## config.mk

```make
export PLATFORM = sky130hd
export DESIGN_NAME = bencode_stream_tokenizer
export DESIGN_NICKNAME = d
export VERILOG_FILES = /design/src/hw/rtl/bst_pkg.sv /design/src/hw/rtl/bst_front.sv /design/src/hw/rtl/bst_fifo.sv /design/src/hw/rtl/bst_back.sv /design/src/hw/rtl/bencode_stream_tokenizer.sv
export SDC_FILE = /design/constraint.sdc
export NUM_CORES = 1
export LEC_CHECK = 0
export ABC_CLOCK_PERIOD_IN_PS = 11100
export BUFFER_PORTS_ARGS = -buffer_cell sky130_fd_sc_hd__buf_2
export CAP_MARGIN = 5
export CORE_MARGIN = 4
export CORE_UTILIZATION = 50
export CTS_CLUSTER_DIAMETER = 200
export CTS_CLUSTER_SIZE = 40
export DETAILED_ROUTE_END_ITERATION = 10
export GPL_TIMING_DRIVEN = 0
export HOLD_SLACK_MARGIN = 0.1
export PLACE_DENSITY = 0.68
export SETUP_SLACK_MARGIN = 0.05
export SLEW_MARGIN = 20
export SYNTH_ARGS = -nofsm -noshare
export SYNTH_HDL_FRONTEND = slang
export SYNTH_HIERARCHICAL = 1
export SYNTH_SLANG_ARGS = --single-unit
```

## constraint.sdc

```tcl
create_clock -name clk_i -period 11.1 [get_ports clk_i]
set_input_delay 2.22 -clock clk_i [delete_from_list [all_inputs] [get_ports clk_i]]
set_output_delay 2.22 -clock clk_i [all_outputs]
set_load 0.1 [all_outputs]
```

## src/hw/rtl/bst_pkg.sv

```systemverilog
`timescale 1ns / 1ps
// ---------------------------------------------------------------------------
// bst_pkg: shared types and constants of the bencode stream tokenizer
// Byte codes, event and error codes, and the word carried from the front
// end to the back end.
// ---------------------------------------------------------------------------
package bst_pkg;

  localparam logic [7:0] ChZero  = 8'h30;
  localparam logic [7:0] ChNine  = 8'h39;
  localparam logic [7:0] ChDict  = 8'h64;
  localparam logic [7:0] ChList  = 8'h6c;
  localparam logic [7:0] ChInt   = 8'h69;
  localparam logic [7:0] ChEnd   = 8'h65;
  localparam logic [7:0] ChColon = 8'h3a;
  localparam logic [7:0] ChMinus = 8'h2d;

  localparam logic [3:0] EvNone     = 4'd0;
  localparam logic [3:0] EvListOpen = 4'd1;
  localparam logic [3:0] EvDictOpen = 4'd2;
  localparam logic [3:0] EvClose    = 4'd3;
  localparam logic [3:0] EvInteger  = 4'd4;
  localparam logic [3:0] EvEmptyStr = 4'd5;
  localparam logic [3:0] EvStrStart = 4'd6;
  localparam logic [3:0] EvStrByte  = 4'd7;
  localparam logic [3:0] EvError    = 4'd8;

  localparam logic [2:0] ErrNone      = 3'd0;
  localparam logic [2:0] ErrBadStart  = 3'd1;
  localparam logic [2:0] ErrKeyNotStr = 3'd2;
  localparam logic [2:0] ErrBadInt    = 3'd3;
  localparam logic [2:0] ErrIntOvf    = 3'd4;
  localparam logic [2:0] ErrBadLen    = 3'd5;
  localparam logic [2:0] ErrLenLimit  = 3'd6;
  localparam logic [2:0] ErrTooDeep   = 3'd7;

  // byte class decided by the front end
  typedef enum logic [3:0] {
    CLS_DIGIT, CLS_LIST, CLS_DICT, CLS_INT, CLS_END, CLS_COLON, CLS_MINUS, CLS_OTHER
  } cls_e;

  typedef struct packed {
    logic [7:0] data_byte;
    cls_e       cls;
    logic [3:0] digit;
  } fe_word_t;

  localparam int unsigned FeWordW = $bits(fe_word_t);

endpackage

```

## src/hw/rtl/bst_front.sv

```systemverilog
`timescale 1ns / 1ps
// ---------------------------------------------------------------------------
// bst_front: byte classifier
// Takes raw bytes and pushes them with their class into the queue.
// ---------------------------------------------------------------------------
module bst_front (
  input  logic              clk_i,
  input  logic              rst_ni,
  input  logic              in_valid_i,
  output logic              in_ready_o,
  input  logic [7:0]        in_byte_i,
  output logic              q_valid_o,
  input  logic              q_ready_i,
  output bst_pkg::fe_word_t q_word_o
);

  bst_pkg::fe_word_t word_d;
  logic              valid_q;
  bst_pkg::fe_word_t word_q;

  assign in_ready_o = !valid_q || q_ready_i;

  always_comb begin
    word_d.data_byte = in_byte_i;
    word_d.digit     = 4'(in_byte_i - bst_pkg::ChZero);
    if (in_byte_i >= bst_pkg::ChZero && in_byte_i <= bst_pkg::ChNine) begin
      word_d.cls = bst_pkg::CLS_DIGIT;
    end else begin
      case (in_byte_i)
        bst_pkg::ChList:  word_d.cls = bst_pkg::CLS_LIST;
        bst_pkg::ChDict:  word_d.cls = bst_pkg::CLS_DICT;
        bst_pkg::ChInt:   word_d.cls = bst_pkg::CLS_INT;
        bst_pkg::ChEnd:   word_d.cls = bst_pkg::CLS_END;
        bst_pkg::ChColon: word_d.cls = bst_pkg::CLS_COLON;
        bst_pkg::ChMinus: word_d.cls = bst_pkg::CLS_MINUS;
        default:          word_d.cls = bst_pkg::CLS_OTHER;
      endcase
    end
  end

  always_ff @(posedge clk_i or negedge rst_ni) begin
    if (!rst_ni) begin
      valid_q <= 1'b0;
    end else if (in_ready_o) begin
      valid_q <= in_valid_i;
    end
  end

  always_ff @(posedge clk_i) begin
    if (in_ready_o && in_valid_i) begin
      word_q <= word_d;
    end
  end

  assign q_valid_o = valid_q;
  assign q_word_o  = word_q;

endmodule

```

## src/hw/rtl/bst_fifo.sv

```systemverilog
`timescale 1ns / 1ps
// ---------------------------------------------------------------------------
// bst_fifo: two-entry queue
// Decouples the classifier from the parser; full rate while the parser reads.
// ---------------------------------------------------------------------------
module bst_fifo (
  input  logic              clk_i,
  input  logic              rst_ni,
  input  logic              wr_valid_i,
  output logic              wr_ready_o,
  input  bst_pkg::fe_word_t wr_word_i,
  output logic              rd_valid_o,
  input  logic              rd_ready_i,
  output bst_pkg::fe_word_t rd_word_o
);

  bst_pkg::fe_word_t mem_q [2];
  logic              wp_q, rp_q;
  logic [1:0]        cnt_q;
  logic              push, pop;

  assign wr_ready_o = cnt_q != 2'd2;
  assign rd_valid_o = cnt_q != 2'd0;
  assign rd_word_o  = mem_q[rp_q];
  assign push       = wr_valid_i && wr_ready_o;
  assign pop        = rd_valid_o && rd_ready_i;

  always_ff @(posedge clk_i or negedge rst_ni) begin
    if (!rst_ni) begin
      wp_q  <= 1'b0;
      rp_q  <= 1'b0;
      cnt_q <= 2'd0;
    end else begin
      if (push) wp_q <= !wp_q;
      if (pop)  rp_q <= !rp_q;
      cnt_q <= cnt_q + 2'(push) - 2'(pop);
    end
  end

  always_ff @(posedge clk_i) begin
    if (push) mem_q[wp_q] <= wr_word_i;
  end

endmodule

```

## src/hw/rtl/bst_back.sv

```systemverilog
`timescale 1ns / 1ps
// ---------------------------------------------------------------------------
// bst_back: token parser
// Runs the parse state machine on classified bytes, one per cycle while the
// output is taken, and holds each token in an output register.
// ---------------------------------------------------------------------------
module bst_back #(
  parameter int unsigned MaxDepth = 32
) (
  input  logic              clk_i,
  input  logic              rst_ni,
  input  logic              q_valid_i,
  output logic              q_ready_o,
  input  bst_pkg::fe_word_t q_word_i,
  input  logic [5:0]        depth_limit_i,
  input  logic [30:0]       length_limit_i,
  output logic              out_valid_o,
  input  logic              out_ready_i,
  output logic [3:0]        event_res_o,
  output logic [63:0]       int_value_o,
  output logic [30:0]       string_length_o,
  output logic [7:0]        string_byte_o,
  output logic              string_last_o,
  output logic              is_key_o,
  output logic              is_text_o,
  output logic [5:0]        depth_o,
  output logic [2:0]        error_code_o
);

  localparam int unsigned LvlW = $clog2(MaxDepth + 1);
  localparam int unsigned IdxW = (MaxDepth > 1) ? $clog2(MaxDepth) : 1;
  localparam logic [62:0] MagMax = {63{1'b1}};

  typedef enum logic [2:0] {M_VALUE, M_INT, M_LEN, M_STR, M_ERR} mode_e;

  mode_e            mode_q, mode_d;
  logic [MaxDepth-1:0] kinds_q, kinds_d;
  logic [LvlW-1:0]  lvl_q, lvl_d;
  logic             awaits_q, awaits_d;
  logic [62:0]      acc_q, acc_d;
  logic             neg_q, neg_d, seen_q, seen_d;
  logic [30:0]      rem_q, rem_d;
  logic             key_q, key_d;
  logic [1:0]       upend_q, upend_d;
  logic [2:0]       ucls_q, ucls_d;
  logic             uval_q, uval_d;
  logic [2:0]       err_q, err_d;

  logic [3:0]  ev;
  logic [63:0] ival;
  logic [30:0] slen;
  logic        slast, okey, otext;

  logic        fire, top_dict, key_pos;
  logic [7:0]  b;
  logic [3:0]  dg;
  logic [66:0] acc_x10;
  logic [34:0] rem_x10;
  logic [LvlW:0] lim;
  logic [7:0]  lo, hi;
  logic [30:0] rem_dec;

  logic        ovalid_q;

  assign q_ready_o = !ovalid_q || out_ready_i;
  assign fire      = q_valid_i && q_ready_o;
  assign b         = q_word_i.data_byte;
  assign dg        = q_word_i.digit;
  assign top_dict  = (lvl_q != '0) && kinds_q[IdxW'(lvl_q - 1'b1)];
  assign key_pos   = top_dict && !awaits_q;
  assign acc_x10   = {acc_q, 3'b000} + {2'b00, acc_q, 1'b0} + 67'(dg);
  assign rem_x10   = {rem_q, 3'b000} + {2'b00, rem_q, 1'b0} + 35'(dg);
  assign lim       = (32'(depth_limit_i) < MaxDepth) ? (LvlW+1)'(depth_limit_i)
                                                     : (LvlW+1)'(MaxDepth);
  assign rem_dec   = (rem_q != '0) ? rem_q - 31'd1 : rem_q;

  always_comb begin
    mode_d = mode_q; kinds_d = kinds_q; lvl_d = lvl_q; awaits_d = awaits_q;
    acc_d = acc_q; neg_d = neg_q; seen_d = seen_q; rem_d = rem_q; key_d = key_q;
    upend_d = upend_q; ucls_d = ucls_q; uval_d = uval_q; err_d = err_q;
    ev = bst_pkg::EvNone; ival = '0; slen = '0; slast = 1'b0; okey = 1'b0;
    otext = 1'b0; lo = 8'h80; hi = 8'hbf;
    case (mode_q)
      M_VALUE: begin
        if (q_word_i.cls == bst_pkg::CLS_END) begin
          if (lvl_q == '0 || (top_dict && awaits_q)) begin
            ev = bst_pkg::EvError; err_d = bst_pkg::ErrBadStart; mode_d = M_ERR;
          end else begin
            lvl_d = lvl_q - 1'b1;
            ev = bst_pkg::EvClose;
            if (lvl_d != '0 && kinds_q[IdxW'(lvl_d - 1'b1)]) awaits_d = 1'b0;
          end
        end else if (q_word_i.cls == bst_pkg::CLS_DIGIT) begin
          key_d = key_pos;
          if (31'(dg) > length_limit_i) begin
            ev = bst_pkg::EvError; err_d = bst_pkg::ErrLenLimit; mode_d = M_ERR;
          end else begin
            rem_d = 31'(dg); mode_d = M_LEN;
          end
        end else if (key_pos) begin
          ev = bst_pkg::EvError; err_d = bst_pkg::ErrKeyNotStr; mode_d = M_ERR;
        end else if (q_word_i.cls == bst_pkg::CLS_LIST || q_word_i.cls == bst_pkg::CLS_DICT) begin
          if ({1'b0, lvl_q} >= lim) begin
            ev = bst_pkg::EvError; err_d = bst_pkg::ErrTooDeep; mode_d = M_ERR;
          end else begin
            kinds_d[IdxW'(lvl_q)] = q_word_i.cls == bst_pkg::CLS_DICT;
            lvl_d = lvl_q + 1'b1;
            awaits_d = 1'b0;
            ev = (q_word_i.cls == bst_pkg::CLS_DICT) ? bst_pkg::EvDictOpen
                                                     : bst_pkg::EvListOpen;
          end
        end else if (q_word_i.cls == bst_pkg::CLS_INT) begin
          acc_d = '0; neg_d = 1'b0; seen_d = 1'b0; mode_d = M_INT;
        end else begin
          ev = bst_pkg::EvError; err_d = bst_pkg::ErrBadStart; mode_d = M_ERR;
        end
      end
      M_INT: begin
        if (q_word_i.cls == bst_pkg::CLS_DIGIT) begin
          if (acc_x10 > 67'(MagMax)) begin
            ev = bst_pkg::EvError; err_d = bst_pkg::ErrIntOvf; mode_d = M_ERR;
          end else begin
            acc_d = acc_x10[62:0]; seen_d = 1'b1;
          end
        end else if (q_word_i.cls == bst_pkg::CLS_MINUS && !seen_q && !neg_q) begin
          neg_d = 1'b1;
        end else if (q_word_i.cls == bst_pkg::CLS_END && seen_q) begin
          ev = bst_pkg::EvInteger;
          ival = neg_q ? 64'(-{1'b0, acc_q}) : {1'b0, acc_q};
          mode_d = M_VALUE;
          if (top_dict) awaits_d = 1'b0;
        end else begin
          ev = bst_pkg::EvError; err_d = bst_pkg::ErrBadInt; mode_d = M_ERR;
        end
      end
      M_LEN: begin
        if (q_word_i.cls == bst_pkg::CLS_DIGIT) begin
          if (rem_x10 > 35'(length_limit_i)) begin
            ev = bst_pkg::EvError; err_d = bst_pkg::ErrLenLimit; mode_d = M_ERR;
          end else begin
            rem_d = rem_x10[30:0];
          end
        end else if (q_word_i.cls == bst_pkg::CLS_COLON) begin
          okey = key_q;
          if (rem_q == '0) begin
            ev = bst_pkg::EvEmptyStr; mode_d = M_VALUE;
            if (top_dict) awaits_d = key_q;
          end else begin
            ev = bst_pkg::EvStrStart; slen = rem_q;
            upend_d = '0; ucls_d = '0; uval_d = 1'b1; mode_d = M_STR;
          end
        end else begin
          ev = bst_pkg::EvError; err_d = bst_pkg::ErrBadLen; mode_d = M_ERR;
        end
      end
      M_STR: begin
        ev = bst_pkg::EvStrByte; okey = key_q;
        if (upend_q != '0) begin
          case (ucls_q)
            3'd1:    lo = 8'ha0;
            3'd2:    hi = 8'h9f;
            3'd3:    lo = 8'h90;
            3'd4:    hi = 8'h8f;
            default: lo = 8'h80;
          endcase
          ucls_d = '0;
          if (b < lo || b > hi) begin
            uval_d = 1'b0; upend_d = '0;
          end else begin
            upend_d = upend_q - 2'd1;
          end
        end else begin
          ucls_d = '0;
          if (b < 8'h80) begin
            upend_d = '0;
          end else if (b >= 8'hc2 && b <= 8'hdf) begin
            upend_d = 2'd1;
          end else if (b >= 8'he0 && b <= 8'hef) begin
            upend_d = 2'd2;
            if (b == 8'he0) ucls_d = 3'd1;
            else if (b == 8'hed) ucls_d = 3'd2;
          end else if (b >= 8'hf0 && b <= 8'hf4) begin
            upend_d = 2'd3;
            if (b == 8'hf0) ucls_d = 3'd3;
            else if (b == 8'hf4) ucls_d = 3'd4;
          end else begin
            uval_d = 1'b0;
          end
        end
        rem_d = rem_dec;
        if (rem_dec == '0) begin
          slast = 1'b1;
          otext = uval_d && upend_d == '0;
          mode_d = M_VALUE;
          if (top_dict) awaits_d = key_q;
        end
      end
      default: begin
        mode_d = M_ERR; ev = bst_pkg::EvError;
      end
    endcase
  end

  always_ff @(posedge clk_i or negedge rst_ni) begin
    if (!rst_ni) begin
      mode_q <= M_VALUE; lvl_q <= '0; awaits_q <= 1'b0; acc_q <= '0; neg_q <= 1'b0;
      seen_q <= 1'b0; rem_q <= '0; key_q <= 1'b0; upend_q <= '0; ucls_q <= '0;
      uval_q <= 1'b1; err_q <= bst_pkg::ErrNone; ovalid_q <= 1'b0;
      kinds_q         <= '0;
      event_res_o     <= bst_pkg::EvNone;
      int_value_o     <= '0;
      string_length_o <= '0;
      string_byte_o   <= '0;
      string_last_o   <= 1'b0;
      is_key_o        <= 1'b0;
      is_text_o       <= 1'b0;
      depth_o         <= '0;
      error_code_o    <= bst_pkg::ErrNone;
    end else begin
      if (q_ready_o) ovalid_q <= q_valid_i;
      if (fire) begin
        mode_q <= mode_d; lvl_q <= lvl_d; awaits_q <= awaits_d; acc_q <= acc_d;
        neg_q <= neg_d; seen_q <= seen_d; rem_q <= rem_d; key_q <= key_d;
        upend_q <= upend_d; ucls_q <= ucls_d; uval_q <= uval_d; err_q <= err_d;
        kinds_q         <= kinds_d;
        event_res_o     <= ev;
        int_value_o     <= ival;
        string_length_o <= slen;
        string_byte_o   <= (ev == bst_pkg::EvStrByte) ? b : 8'd0;
        string_last_o   <= slast;
        is_key_o        <= okey;
        is_text_o       <= otext;
        depth_o         <= 6'(lvl_d);
        error_code_o    <= (ev == bst_pkg::EvError) ? err_d : bst_pkg::ErrNone;
      end
    end
  end

  assign out_valid_o = ovalid_q;

endmodule

```

## src/hw/rtl/bencode_stream_tokenizer.sv

```systemverilog
`timescale 1ns / 1ps
// Path: an accepted byte reaches its token word through the classifier
//   register, the queue and the parser output register.
// Throughput: one byte per cycle while the master stream accepts words.
// Reset: asynchronous, active low; parser starts expecting a value, limits
//   return to 32 and 2^31-1. No clearing pass.
// ---------------------------------------------------------------------------
// bencode_stream_tokenizer: bencode byte stream to token stream
// Classifier front end, two-entry queue and parser back end.
// ---------------------------------------------------------------------------
module bencode_stream_tokenizer #(
  parameter int unsigned MAX_DEPTH = 32
) (
  input  logic         clk_i,
  input  logic         rst_ni,
  input  logic         s_axis_tvalid,
  output logic         s_axis_tready,
  input  logic [7:0]   s_axis_tdata,   // [7:0] data_byte
  output logic         m_axis_tvalid,
  input  logic         m_axis_tready,
  // [63:0] int_value, [94:64] string_length, [102:95] string_byte,
  // [108:103] depth, [111:109] error_code
  output logic [111:0] m_axis_tdata,
  output logic         m_axis_tlast,   // string_last
  output logic [5:0]   m_axis_tuser,   // [3:0] event_res, [4] is_key, [5] is_text
  input  logic         cfg_we_i,
  input  logic         cfg_idx_i,
  input  logic [30:0]  cfg_data_i
);

  localparam logic CfgDepth  = 1'b0;
  localparam logic CfgLength = 1'b1;

  logic [5:0]  depth_limit_q;
  logic [30:0] length_limit_q;

  logic              f_valid, f_ready, b_valid, b_ready;
  bst_pkg::fe_word_t f_word, b_word;

  always_ff @(posedge clk_i or negedge rst_ni) begin
    if (!rst_ni) begin
      depth_limit_q  <= 6'd32;
      length_limit_q <= 31'h7fffffff;
    end else if (cfg_we_i) begin
      case (cfg_idx_i)
        CfgDepth:  depth_limit_q  <= cfg_data_i[5:0];
        CfgLength: length_limit_q <= cfg_data_i;
        default:   depth_limit_q  <= depth_limit_q;
      endcase
    end
  end

  bst_front u_front (
    .clk_i, .rst_ni,
    .in_valid_i(s_axis_tvalid), .in_ready_o(s_axis_tready), .in_byte_i(s_axis_tdata),
    .q_valid_o(f_valid), .q_ready_i(f_ready), .q_word_o(f_word)
  );

  bst_fifo u_fifo (
    .clk_i, .rst_ni,
    .wr_valid_i(f_valid), .wr_ready_o(f_ready), .wr_word_i(f_word),
    .rd_valid_o(b_valid), .rd_ready_i(b_ready), .rd_word_o(b_word)
  );

  bst_back #(.MaxDepth(MAX_DEPTH)) u_back (
    .clk_i, .rst_ni,
    .q_valid_i(b_valid), .q_ready_o(b_ready), .q_word_i(b_word),
    .depth_limit_i(depth_limit_q), .length_limit_i(length_limit_q),
    .out_valid_o(m_axis_tvalid), .out_ready_i(m_axis_tready),
    .event_res_o(m_axis_tuser[3:0]), .int_value_o(m_axis_tdata[63:0]),
    .string_length_o(m_axis_tdata[94:64]), .string_byte_o(m_axis_tdata[102:95]),
    .string_last_o(m_axis_tlast), .is_key_o(m_axis_tuser[4]),
    .is_text_o(m_axis_tuser[5]), .depth_o(m_axis_tdata[108:103]),
    .error_code_o(m_axis_tdata[111:109])
  );

endmodule

```

==> results.ini <==
[run_status]
run_status = complete, no violations

[pwr]
seqPwrFrac_pct = 40.1
power_switching_mw = 1.62
switching_share_pct = 42.9
ir_drop_mv = 0.158
internal_power_mw = 2.16
power.leakage_nw = 12.9
pwr-share-comb_pct = 43.2
power_mw = 3.78
clkPwrFrac_pct = 16.8
p_per_area_nw_per_um2 = 135

[synthesis]
synth-seq-cells = 347
netlist_area_um2 = 25800
synth_seq_area_share_pct = 34.6
synth_nets = 3199
synth.avg_cell_area_um2 = 8.88
ys_warn_count = 6
synthCells = 2910
synth-main-ff-cell = dfrtp_1
synth_edf_count = 43
async_flop_share_pct = 87.6
synthDistinctLibCells = 108

[global_route]
grt_pass1_vias = 22740
grt_pass1_wl_um = 127000
grtUsageTotal_pct = 27.8
grt_overflow = 0
grt_antenna_before_repair = 1
grt_max_degree = 103

[worst_setup_path]
crit_buf_inv = 3
max_stage_delay_ns = 0.93
cp_max_fo = 10
path_cells = buf_2 -> mux2_2 -> fa_1 -> ha_1 -> a21oi_1 -> nor2_1 -> or2_1 -> o311ai_1 -> nand3_1 -> a21boi_0 -> xnor2_1 -> ha_1 -> nand4_1 -> nor4_1 -> nor3b_1 -> nand3_1 -> o211ai_1 -> o211ai_1 -> nor4_2 -> o21ai_1 -> buf_2 -> clkbuf_1 -> nand2_1 -> o211ai_1
critPathTopFamily = simple AND/OR/NAND/NOR gates
start_kind = flip-flop
cp.arrival_ns = 8.80
worstPathRequired_ns = 11.51
slowest_stage = nor4_2
cpMostUsedCell = o211ai_1
critPathKind = flip-flop to flip-flop
cp-end-kind = flip-flop

[sta]
fin_skew_ns = 0.0258
finalWorstSetupSlack_ns = 2.71
tightest_slew_ns = 1.12
setup_viol = 0
fmax_mhz = 119
rsz0062_at_grt = false
setup_tns_ns = 0
slew-limit-headroom_pct = 24.6
post-route-period-util_pct = 75.6
hold_slack_ns = 0.465
hold_violations = 0
min_period_ns = 8.39
slew_violations = 0

[floorplanning]
core_um2 = 51200
rows = 83
die_area_um2 = 55400
initial_core_util_pct = 50.5
fp.dieW_um = 235
num_io_pins = 166
die_h_um = 235

[layout]
multi_input_area_um2 = 16000
fill_cells = 4792
regArea_um2 = 8940
final_core_util_pct = 54.7
nNetsFinal = 3382
drive_gt1_share_pct = 12.3
syn_to_final_growth_pct = 8.43
diodes = 0

[cts]
clk_pin_slew_ns = 0.16
cts_tree = built
clockBufferDepth = 3
clockRootBuffer = clkbuf_16
postCtsHoldBufs = 0
post_cts_resized = 0
post_cts.repair.setup_buffers = 0
clock_latency_ns = 0.55
cts_buffers = 12
htreeDepth = 1
cts.sinks = 347

[routing]
first_pass_iters = 6
vias_per_cell = 6.30
drc = 0
vias = 23791
drt-initial-drc-count = 2402
wl_per_cell_um = 21.3
drtAntennaViolNets = 0
totalWireLength_um = 80500

[place]
place_hpwl_um = 62000
port-buffer-count = 165
place_congestion = 0.997
place_ws_ns = 2.96

[min_path]
min_path_type = flip-flop to flip-flop

[job]
maxCapViolations = 0

-- layout by cell type, fill, tap and decap left out, types with 15 or more instances in the layout --
master    count
o41ai_1      17
and3_1       15
dfrtp_1     271
nor4_1       26
a21o_1       42
nand2_1     426
o21ai_0     266
clkbuf_1    138
edfxtp_1     43
o21bai_1     22
nor2_1      149
dfstp_2      33
mux2_4       36
xor2_1       91
nand2b_1     26
nor2b_1      26
nor3_1       65
o31ai_1     118
ha_1        240
buf_2       186
mux4_2       16
nand3_1      67
a31oi_1      19
o21a_1       19
nand4_1      47
or3_1        15
inv_1        72
mux2_2       18
o211ai_1     22
a21oi_1     192
xnor2_1      83
-- power groups by stage --
stage	Combinational [mW]	Sequential (mW)	Clock (mW)
after global placement	1.54	1.53	0
final	1.63	1.52	0.634
after floorplan	1.02	1.59	0
after detailed placement	1.60	1.54	0
after global routing	1.77	1.53	0.694
after CTS	1.61	1.51	0.659
-- flip-flops by register name (all words and copies together) (netlist names), 2 cells and up --
| signal | count |
|---|---|
| u_back/event_res_o | 4 |
| u_back/ucls_q | 3 |
| u_back/err_q | 3 |
| u_back/upend_q | 2 |
| u_back/acc_q | 63 |
| u_back/int_value_o | 64 |
| u_back/string_length_o | 31 |
| u_back/lvl_q | 6 |
| length_limit_q | 31 |
| u_back/error_code_o | 3 |
| u_back/mode_q | 3 |
| depth_limit_q | 6 |
| u_fifo/cnt_q | 2 |
| u_back/rem_q | 31 |
| u_back/string_byte_o | 8 |
| u_fifo/mem_q | 32 |
| u_back/kinds_q | 32 |
| u_front/q_word_o | 11 |
-- cell usage after synthesis, drive strengths merged (31+ instances only) --
master	n	area, um^2
nand2	428	1610
clkbuf	133	499
o31ai	118	886
nor2	150	563
o21ai	277	1390
ha	240	3000
nor3	68	345
nor4	31	221
xor2	91	797
nand4	47	294
xnor2	84	743
a21oi	192	961
a21o	42	315
buf	35	204
dfrtp	271	6780
dfstp	33	867
nand3	68	345
mux2	55	754
inv	73	274
edfxtp	43	1290
-- stage by stage --
| stage | area, um^2 | cells |
|---|---|---|
| floorplan | 25800 | 2910 |
| CTS | 28000 | 3779 |
| detailed placement | 27600 | 3759 |
| global placement | 27500 | 3755 |
| finish | 28000 | 3779 |
| global route | 28000 | 3779 |
-- final timing paths --
path / startpoint / end / slack (ns) / cells past startpoint
worst max-delay path: u_fifo/rp_q$_DFFE_PN0P_ / u_back/rem_q[13]$_DFFE_PN0P_ / 2.71 / 24
worst min-delay path: u_front/q_word_o[15]$_DFFE_PP_ / u_fifo/mem_q[1][15]$_DFFE_PP_ / 0.47 / 0
worst max register to register: u_fifo/rp_q$_DFFE_PN0P_ / u_back/rem_q[13]$_DFFE_PN0P_ / 2.71 / 24
min in group asynchronous: rst_ni / u_back/kinds_q[23]$_DFFE_PN0P_ / 1.47 / 1
worst min register to register: u_front/q_word_o[15]$_DFFE_PP_ / u_fifo/mem_q[1][15]$_DFFE_PP_ / 0.47 / 0
max in group asynchronous: rst_ni / u_back/uval_q$_DFFE_PN1P_ / 8.36 / 3
-- layout make-up --
class,count,area share (%)
Clock inverter,1,0.0581
Inverter,74,0.992
Sequential cell,347,31.9
Timing Repair Buffer,169,3.31
Tap cell,680,3.04
Clock buffer,19,1.24
Multi-Input combinational cell,2321,56.9
Buffer,168,2.51
-- layer usage --
layer	vias to the layer above	GRT usage [%]	part of all wire, %
met2	1017	45.3	46
met4	0	7.97	3.2
met1	11568	38.8	43
met3	167	4.11	7.7
met5	-	0	0
li1	11039	-	-
-- cell families (layout without fill, tap and decap cells) --
kind of cell,after synthesis,count (layout),synth area share (%)
AO/OA/AOI/OAI,865,865,21.4
AND/OR/NAND/NOR,956,956,17.6
buffers and inverters,242,431,3.80
adder cells (fa/ha/maj),244,244,11.9
other,1,1,0.0145
XOR/XNOR,175,175,5.96
flip-flops,347,347,34.6
multiplexers,80,80,4.66
-- worst reg2reg max path, delay by kind of cell (launching register included) --
| kind | cells | cell delay [ns] |
|---|---|---|
| adders and majority gates | 3 | 1.23 |
| DFF | 1 | 0.36 |
| and+or+nand+nor | 9 | 2.74 |
| xor gates and xnor gates | 1 | 0.27 |
| AOI/OAI and AO/OA | 7 | 2.36 |
| muxes | 1 | 0.45 |
| buffers and inverters | 3 | 0.85 |
Note: power is estimated with default switching activity, not from simulation.
